### config.mk
export PLATFORM = sky130hd
export DESIGN_NAME = ftts_ctrl
export DESIGN_NICKNAME = d
export VERILOG_FILES = /design/src/design/assert_macros.svh /design/src/design/ftts_pkg.sv /design/src/design/ftts_ctrl.sv
export SDC_FILE = /design/constraint.sdc
export NUM_CORES = 1
export LEC_CHECK = 0
export ABC_AREA = 1
export BUFFER_PORTS_ARGS = -buffer_cell sky130_fd_sc_hd__buf_2
export CAP_MARGIN = 20
export CORE_MARGIN = 3
export CORE_UTILIZATION = 41
export DETAILED_ROUTE_END_ITERATION = 10
export PLACE_DENSITY = 0.85
export SYNTH_ARGS = -nofsm -noshare
export SYNTH_HDL_FRONTEND = slang
export SYNTH_SLANG_ARGS = --single-unit
### constraint.sdc
create_clock -name i_clk -period 1.25 [get_ports i_clk]
set_input_delay 0.1875 -clock i_clk [delete_from_list [all_inputs] [get_ports i_clk]]
set_output_delay 0.1875 -clock i_clk [all_outputs]
set_load 0.005 [all_outputs]
### src/design/assert_macros.svh
// assertion macros shared by the scheduler rtl
// no dependencies
`ifndef ASSERT_MACROS_SVH
`define ASSERT_MACROS_SVH

// checked on every edge outside reset
`define ASSERT_CLK(label, clk, rst_n, prop, msg) \
    label: assert property (@(posedge clk) disable iff (!rst_n) prop) else $error(msg);

// checked on every edge, reset included
`define ASSERT_ALWAYS(label, clk, prop, msg) \
    label: assert property (@(posedge clk) prop) else $error(msg);

`endif

### src/design/ftts_pkg.sv
// shared constants, codes and control structs of the tile scheduler
// no dependencies
`timescale 1ns / 1ps
package ftts_pkg;
    localparam int MAX_GROUPS_DEF = 1024;
    localparam int TIME_BITS_DEF  = 48;

    localparam int GRID_W     = 11;
    localparam int OFS_W      = 10;
    localparam int PER_W      = 30;
    localparam int TOL_W      = 8;
    localparam int UP_W       = 9;
    localparam int PU_W       = PER_W + UP_W;
    localparam int PU_SPLIT   = 20;
    localparam int Q8_SHIFT   = 8;
    localparam int CFG_IDX_W  = 1;
    localparam int CFG_DATA_W = PER_W;

    localparam logic [UP_W-1:0]      Q8_ONE     = 9'd256;
    localparam logic [PER_W-1:0]     PERIOD_RST = 30'd16666667;
    localparam logic [TOL_W-1:0]     TOL_RST    = 8'd26;
    localparam logic [CFG_IDX_W-1:0] CFG_PERIOD = 1'd0;
    localparam logic [CFG_IDX_W-1:0] CFG_TOL    = 1'd1;
    localparam logic                 MODE_RESET = 1'b1;

    typedef struct packed {
        logic load;
        logic clr;
        logic stamp;
        logic prod_a;
        logic prod_b;
        logic prod_c;
        logic div_start;
        logic div_y;
        logic cap_x;
        logic cap_y;
        logic step;
        logic fast;
        logic calc_mod;
        logic calc_mul;
        logic emit;
    } t_cmd;

    typedef struct packed {
        logic mode;
        logic fresh;
        logic tvalid;
        logic cont_slow;
        logic cont_fast;
        logic stuck;
        logic div_busy;
        logic div_done;
        logic out_free;
    } t_stat;
endpackage

### src/design/ftts_ctrl.sv
// scheduler sequencer: request decode, adjust loops, tile math, output hand-off
// depends on ftts_pkg
`timescale 1ns / 1ps
module ftts_ctrl (
    input  logic            i_clk,
    input  logic            i_rst_n,
    input  logic            i_req_valid,
    output logic            o_req_ready,
    input  ftts_pkg::t_stat i_stat,
    output ftts_pkg::t_cmd  o_cmd
);
    localparam logic [3:0] S_IDLE = 4'd0;
    localparam logic [3:0] S_DEC  = 4'd1;
    localparam logic [3:0] S_PA   = 4'd2;
    localparam logic [3:0] S_PB   = 4'd3;
    localparam logic [3:0] S_PC   = 4'd4;
    localparam logic [3:0] S_CMP  = 4'd5;
    localparam logic [3:0] S_DX   = 4'd6;
    localparam logic [3:0] S_WX   = 4'd7;
    localparam logic [3:0] S_DY   = 4'd8;
    localparam logic [3:0] S_WY   = 4'd9;
    localparam logic [3:0] S_STEP = 4'd10;
    localparam logic [3:0] S_MOD  = 4'd11;
    localparam logic [3:0] S_MUL  = 4'd12;
    localparam logic [3:0] S_OUT  = 4'd13;

    logic [3:0] r_state, n_state;
    logic       r_fast, n_fast;
    logic       r_loop, n_loop;

    always_comb begin
        n_state = r_state;
        n_fast  = r_fast;
        n_loop  = r_loop;
        o_cmd   = '0;
        o_cmd.fast  = r_fast;
        o_req_ready = (r_state == S_IDLE);
        case (r_state)
            S_IDLE: begin
                if (i_req_valid) begin
                    o_cmd.load = 1'b1;
                    n_state = S_DEC;
                end
            end
            S_DEC: begin
                n_loop = 1'b0;
                if (i_stat.mode) begin
                    o_cmd.clr = 1'b1;
                    n_state = S_IDLE;
                end else if (i_stat.fresh) begin
                    o_cmd.stamp = 1'b1;
                    if (i_stat.tvalid) begin
                        n_fast  = 1'b0;
                        n_loop  = 1'b1;
                        n_state = S_PA;
                    end else begin
                        n_state = S_DX;
                    end
                end else begin
                    n_state = S_DX;
                end
            end
            S_PA: begin
                o_cmd.prod_a = 1'b1;
                n_state = S_PB;
            end
            S_PB: begin
                o_cmd.prod_b = 1'b1;
                n_state = S_PC;
            end
            S_PC: begin
                o_cmd.prod_c = 1'b1;
                n_state = S_CMP;
            end
            S_CMP: begin
                if (r_fast ? i_stat.cont_fast : i_stat.cont_slow) begin
                    n_state = S_DX;
                end else if (!r_fast) begin
                    n_fast  = 1'b1;
                    n_state = S_PA;
                end else begin
                    n_loop  = 1'b0;
                    n_state = S_DX;
                end
            end
            S_DX: begin
                o_cmd.div_start = 1'b1;
                n_state = S_WX;
            end
            S_WX: begin
                if (i_stat.div_done) begin
                    o_cmd.cap_x = 1'b1;
                    n_state = S_DY;
                end
            end
            S_DY: begin
                o_cmd.div_start = 1'b1;
                o_cmd.div_y = 1'b1;
                n_state = S_WY;
            end
            S_WY: begin
                if (i_stat.div_done) begin
                    o_cmd.cap_y = 1'b1;
                    n_state = r_loop ? S_STEP : S_MOD;
                end
            end
            S_STEP: begin
                o_cmd.step = 1'b1;
                if (!i_stat.stuck) begin
                    n_state = S_PA;
                end else if (!r_fast) begin
                    n_fast  = 1'b1;
                    n_state = S_PA;
                end else begin
                    n_loop  = 1'b0;
                    n_state = S_DX;
                end
            end
            S_MOD: begin
                o_cmd.calc_mod = 1'b1;
                n_state = S_MUL;
            end
            S_MUL: begin
                o_cmd.calc_mul = 1'b1;
                n_state = S_OUT;
            end
            S_OUT: begin
                if (i_stat.out_free) begin
                    o_cmd.emit = 1'b1;
                    n_state = S_IDLE;
                end
            end
            default: begin
                n_state = S_IDLE;
            end
        endcase
    end

    always_ff @(posedge i_clk) begin
        if (!i_rst_n) begin
            r_state <= S_IDLE;
            r_fast  <= 1'b0;
            r_loop  <= 1'b0;
        end else begin
            r_state <= n_state;
            r_fast  <= n_fast;
            r_loop  <= n_loop;
        end
    end
endmodule

==> flow_summary_export.csv <==
group,metric,value,unit
worst_setup_path,worstPathArrival,1.23,ns
min_path,hold_path_class,"input port to register",
worst_setup_path,critPathMaxFanout,5,
clocking,clk_latency,0.24,ns
clocking,htree_levels,1,
worst_setup_path,cpLargestDelayFamily,"flip-flops",
worst_setup_path,critical_path_class,"register to primary output",
yosys,synth_compound_area_share,9.78,%
worst_setup_path,worst_setup_path_start_kind,"register",
pwr,peakVddDrop,0.838,mV
sta,slew_headroom,84.5,%
clocking,ctsHoldBuffers,0,
die,initial_core_util,46.2,%
place,place.gp.congestion,0.845,
sta,min_period,1.42,ns
pwr,intPower,0.000697,W
sta,maxSlewViolCount,0,
yosys,synth_cell_type_count,18,
sta,finalSetupViolCount,21,
worst_setup_path,worstPathRequired,1.06,ns
clocking,clk_pin_slew,0.04,ns
clocking,root_buffer,"clkbuf_4",
routing,antenna_left,0,
clocking,cts_tree,"built",
global_route,grt_pass1_vias,844,
yosys,muxShareOfSynthArea,0,%
yosys,ys_ff_latch,6,
routing,dr.pass1.iters,4,
sta,timing.final.crit_share,114,%
yosys,synth_ff_type,"dfxtp_1",
die,die_width,45.5,um
clocking,clockBufferDepth,2,
pwr,p_sw,0.000584,W
sta,hold_viol,0,
yosys,synth_edf_count,0,
pwr,total_power,0.00128,W
routing,vias,957,
die,boundaryPins,28,
place,hpwlAfterDp,1510,um
pwr,pwr-share-clk,13.8,%
yosys,synth_warnings,0,
sta,fmax,0.704,GHz
place,portBuffers,26,
sta,rsz0062_at_grt,"true",
pwr,p_per_area,1170,nW/um^2
clocking,cts_made_buffers,3,
sta,worst_pin_slew,0.230,ns
global_route,grt_pass1_wl,3550,um
sta,whs,0.186,ns
finish,syn_to_final_growth,71.4,%
finish,final_nets,182,
place,preCtsSetupSlack,-0.0775,ns
yosys,seq_area_frac_synth,18.8,%
yosys,synth-xor-area-share,0,%
die,dieArea,2070,um^2
global_route,track_usage,24.2,%
die,std_cell_rows,13,
die,core-area,1380,um^2
yosys,synth_area_leader_cell,"nand2_1",
finish,antenna_cells,0,
worst_setup_path,end_kind,"primary output",
yosys,yosysMostFrequentCell,"nand2_1",
yosys,synth_area_leaders,"nand2_1, dfxtp_1, nor2_1, inv_1, nand3_1",
routing,drc,0,
yosys,avgSynthCellArea,5.20,um^2
clocking,clkSinkCount,6,
run_status,violations,"setup timing",
pwr,power_frac_seq,25.3,%
global_route,grt_overflow,0,
routing,wl_per_cell,14.0,um
worst_setup_path,critPathSlowestCell,"dfxtp_4",
pwr,p_leak,0.623,nW
yosys,synth_top_family_by_area,"simple AND/OR/NAND/NOR gates",
pwr,pwr-share-comb,61.0,%
pwr,switching_share,45.6,%
worst_setup_path,cp_num_buf_inv,3,
finish,final_layout_size_suffix_gt1_share,52.4,%
worst_setup_path,path_cells,"inv_6, nor2_4, buf_4, nand2_2, o21ai_2, buf_2",
global_route,grt_antenna_before_repair,0,
run_status,status,"finished with violations",
yosys,syn_area,639,um^2
routing,viasPerCell,5.23,
yosys,synthAdderAreaFrac,0,%
yosys,synth_fp_nets,135,
yosys,netlist_top_cells_count,"nand2_1, nor2_1, inv_1",
sta,finalClockSkew,0.00212,ns
die,die_y,45.5,um
yosys,synth_top_area_share,22.3,%
routing,wl,2560,um
sta,worst_slack,-0.171,ns
yosys,netlist_instances,123,
global_route,grt_max_degree,7,
yosys,synthArstFlopShare,0,%
worst_setup_path,cp_slowest_stage_delay,0.40,ns
run,drv_cap,0,
routing,dr.first_iter.drc_count,44,
yosys,synth-simple-area-share,59.1,%
final timing paths:
kind	from	endpoint	slack, ns	depth (start not counted)
worst min-delay path	i_rst_n	r_fast	0.19	3
worst min register to register	r_loop	r_loop	0.49	2
worst max-delay path	r_state[3]	o_cmd[8]	-0.17	6
worst max register to register	r_state[3]	r_loop	-0.09	9
layer usage:
metal  vias to the layer above  share of wire, %  track usage [%]
li1                        469                 -                -
met1                       432                40             27.4
met2                        46                51             40.4
met3                        10               5.5             2.37
met4                         0               3.4             19.3
met5                         -                 0                0
sequential cells by signal, indices dropped and copies added, names as in the netlist:
name,count
r_loop,1
r_fast,1
r_state,4
logic make-up (layout without fill, tap and decap cells):
group           Yosys count  count (layout)
flops                     6               6
buf+inv                  20              65
simple gates             86              86
compound gates           11              11
placed cells by master (no fill, tap or decap):
| cell type | instances |
|---|---|
| nand2_2 | 9 |
| nand3_2 | 2 |
| o21ai_0 | 4 |
| dfxtp_1 | 2 |
| buf_4 | 10 |
| nand4_1 | 2 |
| a21oi_1 | 3 |
| nor2_2 | 7 |
| a21oi_2 | 2 |
| nor2_4 | 5 |
| inv_4 | 1 |
| nand3_1 | 5 |
| nor3_2 | 1 |
| nor2_1 | 21 |
| dfxtp_4 | 4 |
| buf_2 | 26 |
| nand2_1 | 28 |
| buf_6 | 7 |
| inv_2 | 1 |
| nand2_4 | 4 |
| inv_6 | 3 |
| clkbuf_4 | 3 |
| inv_1 | 14 |
| nor3_4 | 1 |
| nand3b_1 | 1 |
| o21ai_2 | 2 |
area by class of cell:
type,instances,area [um^2]
inverters,19,88.8
fillers,102,287
well taps,15,18.8
repair buffers,43,284
multi-input cells,97,547
clock buffers,3,22.5
flip-flops and latches,6,135
power groups by stage:
| stage | Clock, W | Combinational (W) | Sequential (W) |
|---|---|---|---|
| 4_1_cts | 0.000184 | 0.000648 | 0.000305 |
| 2_1_floorplan | 0 | 0.000353 | 0.000278 |
| 3_5_place_dp | 0 | 0.000542 | 0.000286 |
| 5_1_grt | 0.000193 | 0.000849 | 0.000328 |
| 3_3_place_gp | 0 | 0.000527 | 0.000284 |
| 6_report | 0.000176 | 0.000781 | 0.000324 |
worst register-to-register path: cells and delay by family (launching register included):
family | cells | cell delay [ns]
AO/OA/AOI/OAI | 1 | 0.09
AND/OR/NAND/NOR | 6 | 0.49
buffers and inverters | 2 | 0.26
flip-flops | 1 | 0.40
timing repair:
item / in CTS / in global routing
pin swaps: 3 / 7
endpoints found under the setup margin: 21 / 21
gates resized for setup: 33 / 22
buffers inserted: 4 / 4
metrics by stage:
stage / util, % / area, um^2 / instances / TNS [ns]
6_report: 79.3 / 1100 / 183 / -1.66
5_1_grt: 79.3 / 1100 / 183 / -2.74
4_1_cts: 71.9 / 995 / 179 / -0.949
3_5_place_dp: 61.4 / 848 / 172 / -0.410
3_3_place_gp: 61.4 / 848 / 172 / -0.169
2_1_floorplan: - / 639 / 123 / 0
No activity file was read; power rests on OpenSTA's default activity.
